--- src/design/u8u16_pkg.sv ---
// Shared types and constants for the UTF-8 to UTF-16 stream decoder.
package u8u16_pkg;

	// Job queue between the byte classifier and the unit emitter
	localparam int QUEUE_DEPTH = 4;
	localparam int QPTR_W      = $clog2(QUEUE_DEPTH);
	localparam int QCNT_W      = $clog2(QUEUE_DEPTH + 1);

	// UTF-8 byte classes and masks
	localparam logic [7:0] CONT_MASK    = 8'hC0;
	localparam logic [7:0] CONT_TAG     = 8'h80;
	localparam logic [7:0] LEAD2_MASK   = 8'hE0;
	localparam logic [7:0] LEAD2_TAG    = 8'hC0;
	localparam logic [7:0] LEAD3_MASK   = 8'hF0;
	localparam logic [7:0] LEAD3_TAG    = 8'hE0;
	localparam logic [7:0] LEAD4_MASK   = 8'hF8;
	localparam logic [7:0] LEAD4_TAG    = 8'hF0;

	// Surrogate pair construction
	localparam logic [20:0] SUPP_OFFSET  = 21'h10000;
	localparam logic [15:0] SURR_HI_BASE = 16'hD800;
	localparam logic [15:0] SURR_LO_BASE = 16'hDC00;

	// Width of a pending (incomplete) code point: at most 15 bits
	localparam int ACC_W = 15;

	// One queued job: one or two code units from a single input byte
	typedef struct packed {
		logic [15:0] unit0;
		logic [15:0] unit1;
		logic        pair;
	} u8u16_job_t;

	// Queue head status seen by the emitter
	typedef struct packed {
		logic       valid;
		u8u16_job_t job;
	} u8u16_head_t;

endpackage

--- src/design/u8u16_front.sv ---
// Byte classifier: tracks the pending sequence and builds emit jobs.
module u8u16_front import u8u16_pkg::*; (
	input  logic        clk,
	input  logic        arst_n,
	input  logic        take,
	input  logic [7:0]  data_byte,
	output logic        push,
	output u8u16_job_t  job
);

	logic [1:0]       exp_q, exp_d;
	logic [ACC_W-1:0] accum_q, accum_d;
	logic             pend, cont, ascii;
	logic [20:0]      cp_full, cp_off;
	logic [15:0]      surr_hi, surr_lo;

	// Completed code point and its surrogate halves
	assign cp_full = {accum_q, data_byte[5:0]};
	assign cp_off  = cp_full - SUPP_OFFSET;
	assign surr_hi = SURR_HI_BASE + {5'd0, cp_off[20:10]};
	assign surr_lo = SURR_LO_BASE | {6'd0, cp_off[9:0]};

	// Classify the byte against the pending state
	always_comb begin
		pend    = (exp_q != 2'd0);
		cont    = ((data_byte & CONT_MASK) == CONT_TAG);
		ascii   = (data_byte != 8'd0) && !data_byte[7];
		exp_d   = exp_q;
		accum_d = accum_q;
		push    = 1'b0;
		job     = '0;
		if (pend && cont) begin
			exp_d   = exp_q - 2'd1;
			accum_d = cp_full[ACC_W-1:0];
			if (exp_q == 2'd1) begin
				push    = 1'b1;
				accum_d = '0;
				if (cp_full[20:16] != 5'd0) begin
					job.unit0 = surr_hi;
					job.unit1 = surr_lo;
					job.pair  = 1'b1;
				end else begin
					job.unit0 = cp_full[15:0];
				end
			end
		end else begin
			exp_d   = 2'd0;
			accum_d = '0;
			// new lead byte
			priority if ((data_byte & LEAD2_MASK) == LEAD2_TAG) begin
				accum_d = ACC_W'(data_byte[4:0]);
				exp_d   = 2'd1;
			end else if ((data_byte & LEAD3_MASK) == LEAD3_TAG) begin
				accum_d = ACC_W'(data_byte[3:0]);
				exp_d   = 2'd2;
			end else if ((data_byte & LEAD4_MASK) == LEAD4_TAG) begin
				accum_d = ACC_W'(data_byte[2:0]);
				exp_d   = 2'd3;
			end else begin
				exp_d = 2'd0;
			end
			// flush of a cut-short sequence, then plain ASCII
			if (pend) begin
				push      = 1'b1;
				job.unit0 = {1'b0, accum_q};
				if (ascii) begin
					job.unit1 = {8'd0, data_byte};
					job.pair  = 1'b1;
				end
			end else if (ascii) begin
				push      = 1'b1;
				job.unit0 = {8'd0, data_byte};
			end
		end
	end

	// Sequence state
	always_ff @(posedge clk or negedge arst_n) begin
		if (!arst_n) begin
			exp_q   <= 2'd0;
			accum_q <= '0;
		end else if (take) begin
			exp_q   <= exp_d;
			accum_q <= accum_d;
		end
	end

endmodule

--- src/design/u8u16_queue.sv ---
// Short job queue between classifier and emitter.
module u8u16_queue import u8u16_pkg::*; (
	input  logic        clk,
	input  logic        arst_n,
	input  logic        push,
	input  u8u16_job_t  push_job,
	input  logic        pop,
	output logic        full,
	output u8u16_head_t head
);

	u8u16_job_t        mem_q [QUEUE_DEPTH];
	logic [QPTR_W-1:0] wr_ptr_q, rd_ptr_q;
	logic [QCNT_W-1:0] count_q;

	assign full       = (count_q == QCNT_W'(QUEUE_DEPTH));
	assign head.valid = (count_q != '0);
	assign head.job   = mem_q[rd_ptr_q];

	// Pointers and fill count
	always_ff @(posedge clk or negedge arst_n) begin
		if (!arst_n) begin
			wr_ptr_q <= '0;
			rd_ptr_q <= '0;
			count_q  <= '0;
		end else begin
			if (push) begin
				wr_ptr_q <= wr_ptr_q + QPTR_W'(1);
			end
			if (pop) begin
				rd_ptr_q <= rd_ptr_q + QPTR_W'(1);
			end
			if (push && !pop) begin
				count_q <= count_q + QCNT_W'(1);
			end else if (pop && !push) begin
				count_q <= count_q - QCNT_W'(1);
			end
		end
	end

	// Entry storage
	always_ff @(posedge clk) begin
		if (push) begin
			mem_q[wr_ptr_q] <= push_job;
		end
	end

endmodule

--- src/design/u8u16_back.sv ---
// Unit emitter: splits jobs into code units behind an output register.
module u8u16_back import u8u16_pkg::*; (
	input  logic        clk,
	input  logic        arst_n,
	input  u8u16_head_t head,
	output logic        pop,
	output logic        unit_valid,
	input  logic        unit_stall,
	output logic [15:0] code_unit,
	output logic        last_in_run
);

	logic        phase_q;
	logic        out_valid_q;
	logic [15:0] unit_q;
	logic        last_q;
	logic        load, second;

	// Output register may take a new unit when empty or being drained
	assign load   = !out_valid_q || !unit_stall;
	assign second = head.job.pair && !phase_q;
	assign pop    = load && head.valid && !second;

	always_ff @(posedge clk or negedge arst_n) begin
		if (!arst_n) begin
			out_valid_q <= 1'b0;
			phase_q     <= 1'b0;
		end else if (load) begin
			out_valid_q <= head.valid;
			if (head.valid) begin
				phase_q <= second;
			end
		end
	end

	// Output payload
	always_ff @(posedge clk) begin
		if (load && head.valid) begin
			unit_q <= phase_q ? head.job.unit1 : head.job.unit0;
			last_q <= !second;
		end
	end

	assign unit_valid  = out_valid_q;
	assign code_unit   = unit_q;
	assign last_in_run = last_q;

endmodule

--- src/design/utf8_to_utf16_stream_decoder_unit.sv ---
// UTF-8 to UTF-16 stream decoder, top level.
//
// Byte channel: byte_valid / byte_stall carry one UTF-8 byte (data_byte)
// per transfer. A zero byte ends the text and flushes any pending sequence.
// Unit channel: unit_valid / unit_stall carry one UTF-16 code unit
// (code_unit) per transfer; last_in_run marks the final unit produced by
// a byte. Bytes that produce nothing (leads, inner continuations, stray
// bytes, F8-FF, zero with nothing pending) give no transfer.
// Throughput: one byte per cycle while byte_stall is low; a byte producing two units (surrogate
// pair, or flush followed by ASCII) holds the emitter until both units are sent.
// Each unit passes through the job queue and then the output register.
// A four-entry job queue separates the classifier from the emitter, so the
// byte side keeps running while the receiver stalls, until the queue fills;
// byte_stall is then raised. A stalled unit is held unchanged.
// Reset clears the pending sequence, the queue and the output register.
module utf8_to_utf16_stream_decoder_unit import u8u16_pkg::*; (
	input  logic        clk,
	input  logic        arst_n,
	input  logic        byte_valid,
	output logic        byte_stall,
	input  logic [7:0]  data_byte,
	output logic        unit_valid,
	input  logic        unit_stall,
	output logic [15:0] code_unit,
	output logic        last_in_run
);

	logic        take, push, pop, full;
	u8u16_job_t  job;
	u8u16_head_t head;

	assign byte_stall = full;
	assign take       = byte_valid && !full;

	u8u16_front u_front (
		.clk       (clk),
		.arst_n    (arst_n),
		.take      (take),
		.data_byte (data_byte),
		.push      (push),
		.job       (job)
	);

	u8u16_queue u_queue (
		.clk      (clk),
		.arst_n   (arst_n),
		.push     (push && take),
		.push_job (job),
		.pop      (pop),
		.full     (full),
		.head     (head)
	);

	u8u16_back u_back (
		.clk         (clk),
		.arst_n      (arst_n),
		.head        (head),
		.pop         (pop),
		.unit_valid  (unit_valid),
		.unit_stall  (unit_stall),
		.code_unit   (code_unit),
		.last_in_run (last_in_run)
	);

endmodule

--- config.mk ---
export PLATFORM = sky130hd
export DESIGN_NAME = utf8_to_utf16_stream_decoder_unit
export DESIGN_NICKNAME = d
export VERILOG_FILES = /design/src/design/u8u16_pkg.sv /design/src/design/u8u16_front.sv /design/src/design/u8u16_queue.sv /design/src/design/u8u16_back.sv /design/src/design/utf8_to_utf16_stream_decoder_unit.sv
export SDC_FILE = /design/constraint.sdc
export NUM_CORES = 1
export LEC_CHECK = 0
export CAP_MARGIN = 20
export CELL_PAD_IN_SITES_DETAIL_PLACEMENT = 1
export CELL_PAD_IN_SITES_GLOBAL_PLACEMENT = 2
export CORE_MARGIN = 2
export CORE_UTILIZATION = 47
export CTS_CLUSTER_DIAMETER = 100
export DETAILED_ROUTE_END_ITERATION = 12
export DONT_BUFFER_PORTS = 1
export PLACE_DENSITY_LB_ADDON = 0.08
export SLEW_MARGIN = 40
export SYNTH_ARGS = -nofsm -noshare
export SYNTH_HDL_FRONTEND = slang
export SYNTH_SLANG_ARGS = --single-unit
--- constraint.sdc ---
create_clock -name clk -period 3.75 [get_ports clk]
set_input_delay 0.75 -clock clk [delete_from_list [all_inputs] [get_ports clk]]
set_output_delay 0.75 -clock clk [all_outputs]
set_load 0.01 [all_outputs]
-- After elaboration in Yosys (flattened, before gate mapping)
Memories as Yosys holds them, arrays and structs flattened.
Index checks and enable logic that the tools add are counted.
- flip-flop bits (word level): 43
- bits in latches: 0
- bits in writable memories: 132
- ROM bits: 0
- bits of input ports: 12
- logic and storage cells: 73
- memories kept: 1
- add/sub/neg operators: 7
- multiply operators: 0
- divide/modulo/power cells: 0
- order comparisons: 0
- equality and inequality tests: 6
- shift-type cells: 0
- multiplexer cells: 26
- bitwise logic cells: 0
- reduce and logical (&&, ||, !) cells: 24
- memories (memory ; depth ; width ; rd ports ; clocked after memory_dff ; write ports ; RTL line ; text):
    u_queue.mem_q ; 4 ; 33 ; 1 ; 0 ; 1 ; u8u16_queue.sv:12 ; u8u16_job_t mem_q [QUEUE_DEPTH];
- operator list (operator ; number):
    33-bit 2-to-1 mux ; 2
    15-bit 2-to-1 mux ; 4
    16-bit 2-to-1 mux ; 3
    21-bit by 17-bit subtractor with 21-bit output, second input constant ; 1
    9-bit 2-to-1 mux ; 2
    17-bit 2-to-1 mux ; 1
    15-bit by 12-bit adder with 16-bit output, first input constant ; 1
    1-bit logical AND ; 9
    3-bit 2-to-1 mux ; 3
    1-bit logical NOT ; 8
    2-bit 2-to-1 mux ; 4
    8-bit 2-to-1 mux ; 1
    8-bit nonzero test ; 1
    3-bit == test, second input constant ; 2
    1-bit 2-to-1 mux ; 6
    5-bit == test, second input constant ; 1
    5-bit nonzero test ; 1
    2-bit by 1-bit adder with 2-bit output, second input constant ; 2
    4-bit == test, second input constant ; 1
    2-bit nonzero test ; 2
    3-bit by 1-bit adder with 3-bit output, second input constant ; 1
    3-bit nonzero test ; 1
    3-bit by 1-bit subtractor with 3-bit output, second input constant ; 1
    2-bit by 1-bit == test with 1-bit output, second input constant ; 1
    other kinds (4) ; 4

-- Depth between registers and ports, before layout
Gate-level depths: netlist of the first run.
- depth after elaboration: 10
- depth in mapped cells: 12

-- Modules after synthesis
Synthesis of the first run repeated with hierarchy kept, for this count alone.
- cell total of the unflattened synthesis: 411
- area, all modules: 7539.7 µm²
- modules (own cells, without submodules) (module ; instances ; cells an instance ; area each (µm²) ; seq. area each (µm²)):
    u8u16_queue ; 1 ; 207 ; 5208.7 ; 4139.0
    u8u16_front ; 1 ; 159 ; 1465.2 ; 425.4
    u8u16_back ; 1 ; 43 ; 850.8 ; 560.5
    utf8_to_utf16_stream_decoder_unit ; 1 ; 2 ; 15.0 ; 0.0

-- Worst setup path after synthesis of the first run
No wires, ideal clock.
- path kind: in2reg
- from: input port data_byte[6]
- to: memory u_queue.mem_q[0][0] (netlist bit), enable pin
- library setup time: 413 ps
- arrival time: 2519 ps
- required time: 3337 ps
- slack: 818 ps
- cell stages on the path: 3
- path through: o21ai_0 -> a221o_4 -> nor2_1
- cells in the longest elaborated chain, start to end: 8
- elaborated cells between the ends (all ways): 10
- ends and longest elaborated chain (what ; RTL line ; text):
    start, declared ; utf8_to_utf16_stream_decoder_unit.sv:21 ; input logic [7:0] data_byte,
    8-bit nonzero test ; u8u16_front.sv:27 ; ascii = (data_byte != 8'd0) && !data_byte[7];
    1-bit logical AND ; u8u16_front.sv:27 ;
    1-bit 2-to-1 mux ; u8u16_front.sv:70 ; end else if (ascii) begin
    1-bit 2-to-1 mux ; u8u16_front.sv:63 ; if (pend) begin
    1-bit 2-to-1 mux (*) ; u8u16_front.sv:32 ; if (pend && cont) begin
    1-bit logical AND (*) ; utf8_to_utf16_stream_decoder_unit.sv:47 ; .push (push && take),
    1-bit 2-to-1 mux (*) ; u8u16_queue.sv:43 ; if (push) begin
    1-bit 2-to-1 mux (not written as such) (*) ; u8u16_queue.sv:44 ; mem_q[wr_ptr_q] <= push_job;
    end, declared ; u8u16_queue.sv:12 ;
Mark *: on every way between the ends. The rest lies on a longest branch, timed or not.

-- Worst setup path after layout of the first run
- from: register u_front.exp_q[0]
- to: register u_queue.count_q[2]
- cells in the longest elaborated chain, start to end: 7
- elaborated cells between the ends (all ways): 12
- ends and longest elaborated chain (what ; RTL line ; text):
    start, declared ; u8u16_front.sv:11 ; logic [1:0] exp_q, exp_d;
    start signal, assigned ; u8u16_front.sv:83 ; exp_q <= exp_d;
    2-bit by 1-bit == test with 1-bit output / 2-bit nonzero test (equally long branches) ; u8u16_front.sv:35, u8u16_front.sv:25 ;
    1-bit 2-to-1 mux, or another cell as far along ; u8u16_front.sv:35 ; if (exp_q == 2'd1) begin
    1-bit 2-to-1 mux (*) ; u8u16_front.sv:32 ;
    1-bit logical AND (*) ; utf8_to_utf16_stream_decoder_unit.sv:47 ;
    named net u_queue.push ; u8u16_queue.sv:5 ; input logic push,
    1-bit logical NOT ; u8u16_queue.sv:35 ; end else if (pop && !push) begin
    1-bit logical AND ; u8u16_queue.sv:35 ;
    2-bit nonzero test (no source line) ; -- ;
    end signal, assigned ; u8u16_queue.sv:34 ; count_q <= count_q + QCNT_W'(1);
    end signal, assigned ; u8u16_queue.sv:36 ; count_q <= count_q - QCNT_W'(1);
    end, declared ; u8u16_queue.sv:14 ; logic [QCNT_W-1:0] count_q;
Mark *: on every way through the listed nets, which the timed path passes. The rest lies on a longest branch.
A chain may end at the register's enable or synchronous reset.

==> results.py, run 1 <==
metrics = {
    "outcome": {
        "status": "completed",
    },
    "routing": {
        "num_vias": 3426,
        "drtPass1Iterations": 4,
        "vias_per_cell": 5.72,
        "wl_um": 13400,
        "wl_per_cell_um": 22.4,
        "drc": 0,
        "detail-route-antenna-nets": 0,
        "drt_iter0_drc": 337,
    },
    "sta": {
        "final-hold-violation-count": 0,
        "setup_tns_ns": 0,
        "rsz0062_at_grt": "no",
        "final-setup-viol-count": 0,
        "setup_slack_ns": 0.824,
        "tightest_slew_ns": 0.619,
        "skew_ns": 0.00586,
        "max_freq_mhz": 342,
        "maxSlewViolCount": 0,
        "fin_crit_ns": 2.93,
        "period_share_pct": 78.0,
        "hold_ws_ns": 0.0302,
        "relSlewSlack_pct": 58.3,
    },
    "setup_path": {
        "reg2reg_from": "u_front.exp_q[0]$_DFFE_PN0N_",
        "path_class": "register to register",
        "cp-startpoint": "u_front.exp_q[0]$_DFFE_PN0N_",
        "start_kind": "register",
        "worstPathRequired_ns": 4.08,
        "arrival_ns": 3.26,
        "rr_endpoint": "u_queue.count_q[2]$_DFFE_PN0P_",
        "r2r_setup_slack_ns": 0.82,
        "crit_path_end_kind": "register",
        "r2r.worst_path.cells": 12,
        "crit_path_max_fanout": 13,
    },
    "clock_network": {
        "clkTransAtPathRegs_ns": 0.06,
        "postCtsSetupBuffers": 0,
        "cts_resized": 0,
        "worstSkewPairLatency_ns": 0.41,
        "h-tree-depth": 4,
        "cts-root-buf": "clkbuf_16",
        "clk_path_buf_depth": 2,
        "hold_buffers": 0,
        "cts_tree": "built",
        "cts-buffers-inserted": 17,
        "cts_sinks": 155,
    },
    "cells_and_area": {
        "antenna_cells": 0,
        "final_layout_size_suffix_gt1_share_pct": 21.5,
        "final-seq-area_um2": 4530,
        "layout.filler_cells": 1303,
        "mostFrequentLayoutCells": "129 x edfxtp_1, 27 x mux4_2, 26 x inv_1",
        "final_common_cell": "edfxtp_1",
        "final_cell_area_um2": 7360,
        "multi_input_area_um2": 1840,
        "areaGrowthSynthToFinish_pct": 12.6,
        "nNetsFinal": 430,
    },
    "synth": {
        "ys_seq_area_share_pct": 69.2,
        "yosys_warnings": 0,
        "avgSynthCellArea_um2": 16.5,
        "synth.top_cell.area_share_pct": 59.3,
        "syn_nets": 417,
        "yosys.area.top_type": "edfxtp_1",
        "synth_cell_types": 47,
        "ys_ff_latch": 155,
        "syn_area_um2": 6540,
        "netlist_instances": 396,
        "synthTopCellsByArea": "edfxtp_1 59%, dfrtp_1 10%, mux4_2 9.3%, a22o_1 2.3%, mux2_2 1.9%",
    },
    "grt": {
        "antenna_found_initial": 0,
        "grt_pass1_vias": 3674,
        "grt_first_pass_wirelength_um": 21200,
        "grtUsageTotal_pct": 19.8,
        "grt-ovfl-total": 0,
        "grt_max_degree": 28,
    },
    "floorplan": {
        "initial_core_util_pct": 47.6,
        "core_area_um2": 13700,
        "core.rowCount": 43,
        "ios": 31,
        "dieArea_um2": 14900,
        "fp.dieW_um": 122,
        "die_y_um": 122,
    },
    "power": {
        "leakagePower_nw": 2.66,
        "peakVddDrop_mv": 0.320,
        "power_density_nw_per_um2": 733,
    },
    "worst_hold_path": {
        "hold_class": "primary input to async pin",
    },
    "placement": {
        "gp_congestion": 0.821,
        "portBuffers": 0,
        "dp_slack_ns": 0.790,
        "placed_area_um2": 6820,
        "hpwl_um": 8920,
    },
    "job": {
        "cap_violations": 0,
    },
}
==> synthesized netlist by cell type, drive strengths merged <==
| cell type | count |
|---|---|
| nor4b | 1 |
| a221o | 1 |
| a22oi | 4 |
| o21a | 2 |
| xor2 | 3 |
| o211ai | 1 |
| edfxtp | 129 |
| or4b | 1 |
| ha | 8 |
| nand3 | 2 |
| or3b | 2 |
| o32a | 2 |
| a211o | 1 |
| nand2 | 23 |
| a211oi | 1 |
| dfrtp | 26 |
| nand2b | 2 |
| nor4 | 1 |
| a22o | 17 |
| nor2b | 3 |
| inv | 26 |
| nor3 | 5 |
| a21oi | 6 |
| mux4 | 27 |
| and4 | 1 |
| or4 | 1 |
| mux2i | 7 |
| xnor2 | 3 |
| nor3b | 1 |
| o21ai | 20 |
| a31oi | 2 |
| a32o | 3 |
| o221ai | 3 |
| a41oi | 1 |
| nand4bb | 1 |
| fa | 1 |
| and2 | 3 |
| nor2 | 21 |
| clkbuf | 8 |
| and4b | 1 |
| a21o | 1 |
| mux2 | 12 |
| buf | 12 |
==> area by class of cell <==
class                   count  area share [%]
repair buffers             14            1.77
flip-flops and latches    155            61.5
multi-input cells         195            25.0
clock buffers              20            5.93
clock inverters             9            1.38
well taps                 180            3.06
inverters                  26            1.33
==> through the flow <==
step | utilization (%) | cells | power [mW]
2_1_floorplan | - | 396 | 3.49
3_3_place_gp | 49.7 | 570 | 3.84
3_5_place_dp | 49.7 | 570 | 3.89
4_1_cts | 53.6 | 599 | 5.47
6_report | 53.6 | 599 | 5.39
5_1_grt | 53.6 | 599 | 5.67
==> power by group <==
part / switching (mW) / internal (mW)
combinational: 0.664 / 0.605
clock: 0.623 / 0.961
sequential: 0.247 / 2.29
==> metal layers <==
metal  up-vias  routed length, um  global-route usage [%]
met5         -                  0                       0
met4         0                133                    6.90
met3         8                543                    4.12
met2        67               6760                    32.1
met1      1795               6000                    26.9
li1       1556                  -                       -
==> critical path, cell delays in order (launching register included) <==
cell	delay (ns)
dfrtp_1	0.39
inv_1	0.06
ha_1	0.38
inv_1	0.21
o21ai_0	0.12
a221o_4	0.50
inv_1	0.08
ha_1	0.18
inv_1	0.07
fa_1	0.43
xor2_1	0.17
nor2_1	0.11
xor2_1	0.15
==> registers in the layout (all words and copies together) (netlist names) <==
signal / cells
u_back.unit_valid: 1
u_queue.wr_ptr_q: 2
u_front.exp_q: 2
u_back.code_unit: 16
u_front.accum_q: 15
u_back.phase_q: 1
u_queue.count_q: 3
u_back.last_in_run: 1
u_queue.mem_q: 112
u_queue.rd_ptr_q: 2
==> worst max-delay path by stage <==
stage                                endpoint  slack, ns
2_1_floorplan   u_queue.mem_q[0][0]$_DFFE_PP_       0.82
4_1_cts        u_queue.count_q[2]$_DFFE_PN0P_       0.80
5_1_grt        u_queue.count_q[2]$_DFFE_PN0P_       0.59
3_3_place_gp   u_queue.count_q[1]$_DFFE_PN0P_       0.84
6_report       u_queue.count_q[2]$_DFFE_PN0P_       0.82
3_5_place_dp   u_queue.count_q[1]$_DFFE_PN0P_       0.79
==> cells by family (layout without fill, tap and decap cells) <==
group	count (synthesis)	in the layout	synth area share, %
AOI/OAI and AO/OA	65	65	7.29
xor gates and xnor gates	6	6	0.804
adders and majority gates	9	9	1.84
buffers and inverters	46	69	2.83
DFF	155	155	69.2
muxes	46	46	12.5
and+or+nand+nor	69	69	5.50
Note: power is estimated with default switching activity, not from simulation.
==> run 2: changes to the inputs <==
==> constraint.sdc (replaced) <==
create_clock -name clk -period 2.7 [get_ports clk]
set_input_delay 0.54 -clock clk [delete_from_list [all_inputs] [get_ports clk]]
set_output_delay 0.54 -clock clk [all_outputs]
set_load 0.01 [all_outputs]
==> run 2 against run 1 <==
Effect of this change:
- design area rose by 1.1%
- clock power grew 44%
- register-to-register slack worse by 0.63 ns
- first-iteration DRC count is 5.0% lower
- fmax is 17% higher
- sequential share of layout area down 0.65 points
- global-route usage is 0.74 points higher
- critical endpoint unchanged
- highest routed layer unchanged
==> results.py, run 2 (synthesis results as in run 1) <==
metrics = {
    "sta": {
        "skew_ns": 0.00800,
        "relSlewSlack_pct": 59.1,
        "max_freq_mhz": 399,
        "maxSlewViolCount": 0,
        "setup_tns_ns": 0,
        "tightest_slew_ns": 0.607,
        "final-hold-violation-count": 0,
        "fin_crit_ns": 2.51,
        "final-setup-viol-count": 0,
        "period_share_pct": 92.9,
    },
    "cells_and_area": {
        "final-seq-area_um2": 4530,
        "antenna_cells": 0,
        "multi_input_area_um2": 1840,
        "nNetsFinal": 438,
        "largest_reg_flops": 112,
        "final_layout_size_suffix_gt1_share_pct": 24.2,
        "layout.filler_cells": 1298,
        "final_cells": 610,
        "mostFrequentLayoutCells": "129 x edfxtp_1, 27 x mux4_2, 25 x inv_1, 25 x dfrtp_1, 22 x nand2_1",
        "final_common_cell": "edfxtp_1",
        "final_cell_area_um2": 7440,
        "areaGrowthSynthToFinish_pct": 13.8,
        "largest-register": "u_queue.mem_q",
    },
    "job": {
        "cap_violations": 0,
    },
    "placement": {
        "hpwl_um": 8640,
        "placed_cells": 574,
        "gp_congestion": 0.822,
        "placed_area_um2": 6830,
        "portBuffers": 0,
    },
    "floorplan": {
        "die_y_um": 122,
        "core.rowCount": 43,
        "dieArea_um2": 14900,
        "ios": 31,
        "core_area_um2": 13700,
        "initial_core_util_pct": 47.6,
        "fp.dieW_um": 122,
    },
    "clock_network": {
        "h-tree-depth": 4,
        "clkTransAtPathRegs_ns": 0.06,
        "cts-buffers-inserted": 17,
        "worstSkewPairLatency_ns": 0.42,
        "clk_path_buf_depth": 2,
        "cts_sinks": 155,
        "cts_tree": "built",
        "cts-root-buf": "clkbuf_16",
    },
    "power": {
        "peakVddDrop_mv": 0.480,
        "power_density_nw_per_um2": 1020,
        "leakagePower_nw": 2.70,
    },
    "grt": {
        "grtUsageTotal_pct": 20.6,
        "grt_max_degree": 30,
        "grt_pass1_vias": 3734,
        "antenna_found_initial": 0,
        "grt-ovfl-total": 0,
        "grt_first_pass_wirelength_um": 21800,
    },
    "routing": {
        "drc": 0,
        "drtPass1Iterations": 4,
        "num_vias": 3496,
        "wl_per_cell_um": 22.7,
        "detail-route-antenna-nets": 0,
        "wl_um": 13900,
        "vias_per_cell": 5.73,
        "drt_iter0_drc": 320,
    },
    "worst_hold_path": {
        "hold_class": "primary input to register",
    },
    "outcome": {
        "status": "completed",
    },
    "setup_path": {
        "crit_path_end_kind": "register",
        "worstPathRequired_ns": 3.04,
        "path_class": "register to register",
        "crit_path_max_fanout": 4,
        "arrival_ns": 2.85,
        "start_kind": "register",
    },
}
## run 2: worst max-delay path: stages (launching register included)
cell,delay [ns]
dfrtp_1,0.37
inv_1,0.05
ha_1,0.21
inv_2,0.09
o21ai_0,0.11
a221o_4,0.44
inv_1,0.06
ha_1,0.17
inv_1,0.07
fa_1,0.43
xor2_1,0.17
nor2_1,0.11
xor2_1,0.17
## run 2: metal layers
metal | share of wire (%) | global-route usage (%) | vias to the layer above
met1 | 44 | 27.5 | 1828
met5 | 0 | 0 | -
li1 | - | - | 1584
met3 | 3.8 | 3.89 | 14
met4 | 1.4 | 7.76 | 0
met2 | 51 | 33.7 | 70
## run 2: metrics by stage
| stage | util, % | total power, mW | hold slack (ns) | setup WS (ns) |
|---|---|---|---|---|
| CTS | 54.1 | 7.71 | 0.213 | 0.0946 |
| finish | 54.2 | 7.61 | 0.230 | 0.191 |
| global placement | 49.7 | 5.33 | 0.245 | 0.108 |
| global route | 54.2 | 8.00 | 0.235 | -0.0131 |
| detailed placement | 49.7 | 5.41 | 0.245 | 0.0553 |
| floorplan | - | 4.84 | 0.244 | -0.221 |
## run 2: cell type report
| cell class | count | share of cell area [%] |
|---|---|---|
| multi-input combinational | 195 | 24.8 |
| inverter | 26 | 1.31 |
| sequential | 155 | 60.9 |
| clock inverter | 14 | 1.85 |
| timing repair buffer | 22 | 2.42 |
| tap | 180 | 3.03 |
| clock buffer | 18 | 5.77 |
## run 2: final timing paths
kind | start | end | slack, ns | depth (start not counted)
worst max-delay path | u_front.exp_q[0]$_DFFE_PN0N_ | u_queue.count_q[2]$_DFFE_PN0P_ | 0.19 | 12
max in group asynchronous | arst_n | u_queue.rd_ptr_q[0]$_DFFE_PN0P_ | 1.98 | 2
worst min-delay path | unit_stall | u_back.unit_valid$_DFFE_PN0P_ | 0.23 | 2
worst max register to register | u_front.exp_q[0]$_DFFE_PN0N_ | u_queue.count_q[2]$_DFFE_PN0P_ | 0.19 | 12
worst min register to register | u_front.exp_q[1]$_DFFE_PN0N_ | u_front.exp_q[1]$_DFFE_PN0N_ | 0.49 | 2
min in group asynchronous | arst_n | u_queue.wr_ptr_q[1]$_DFFE_PN0P_ | 0.55 | 2
## run 2: what timing repair did
item / in CTS / in global routing
endpoints found under the setup margin: 0 / 1
resized for setup: 0 / 1
hold buffers: 2 / 0
buffers inserted: 0 / 2
endpoints found under the hold margin: 26 / 0
## run 2: power by group
group | total [mW] | internal, mW | switching (mW)
clock | 2.27 | 1.29 | 0.978
sequential | 3.46 | 3.19 | 0.276
combinational | 1.88 | 0.856 | 1.03
total | 7.61 | 5.33 | 2.28
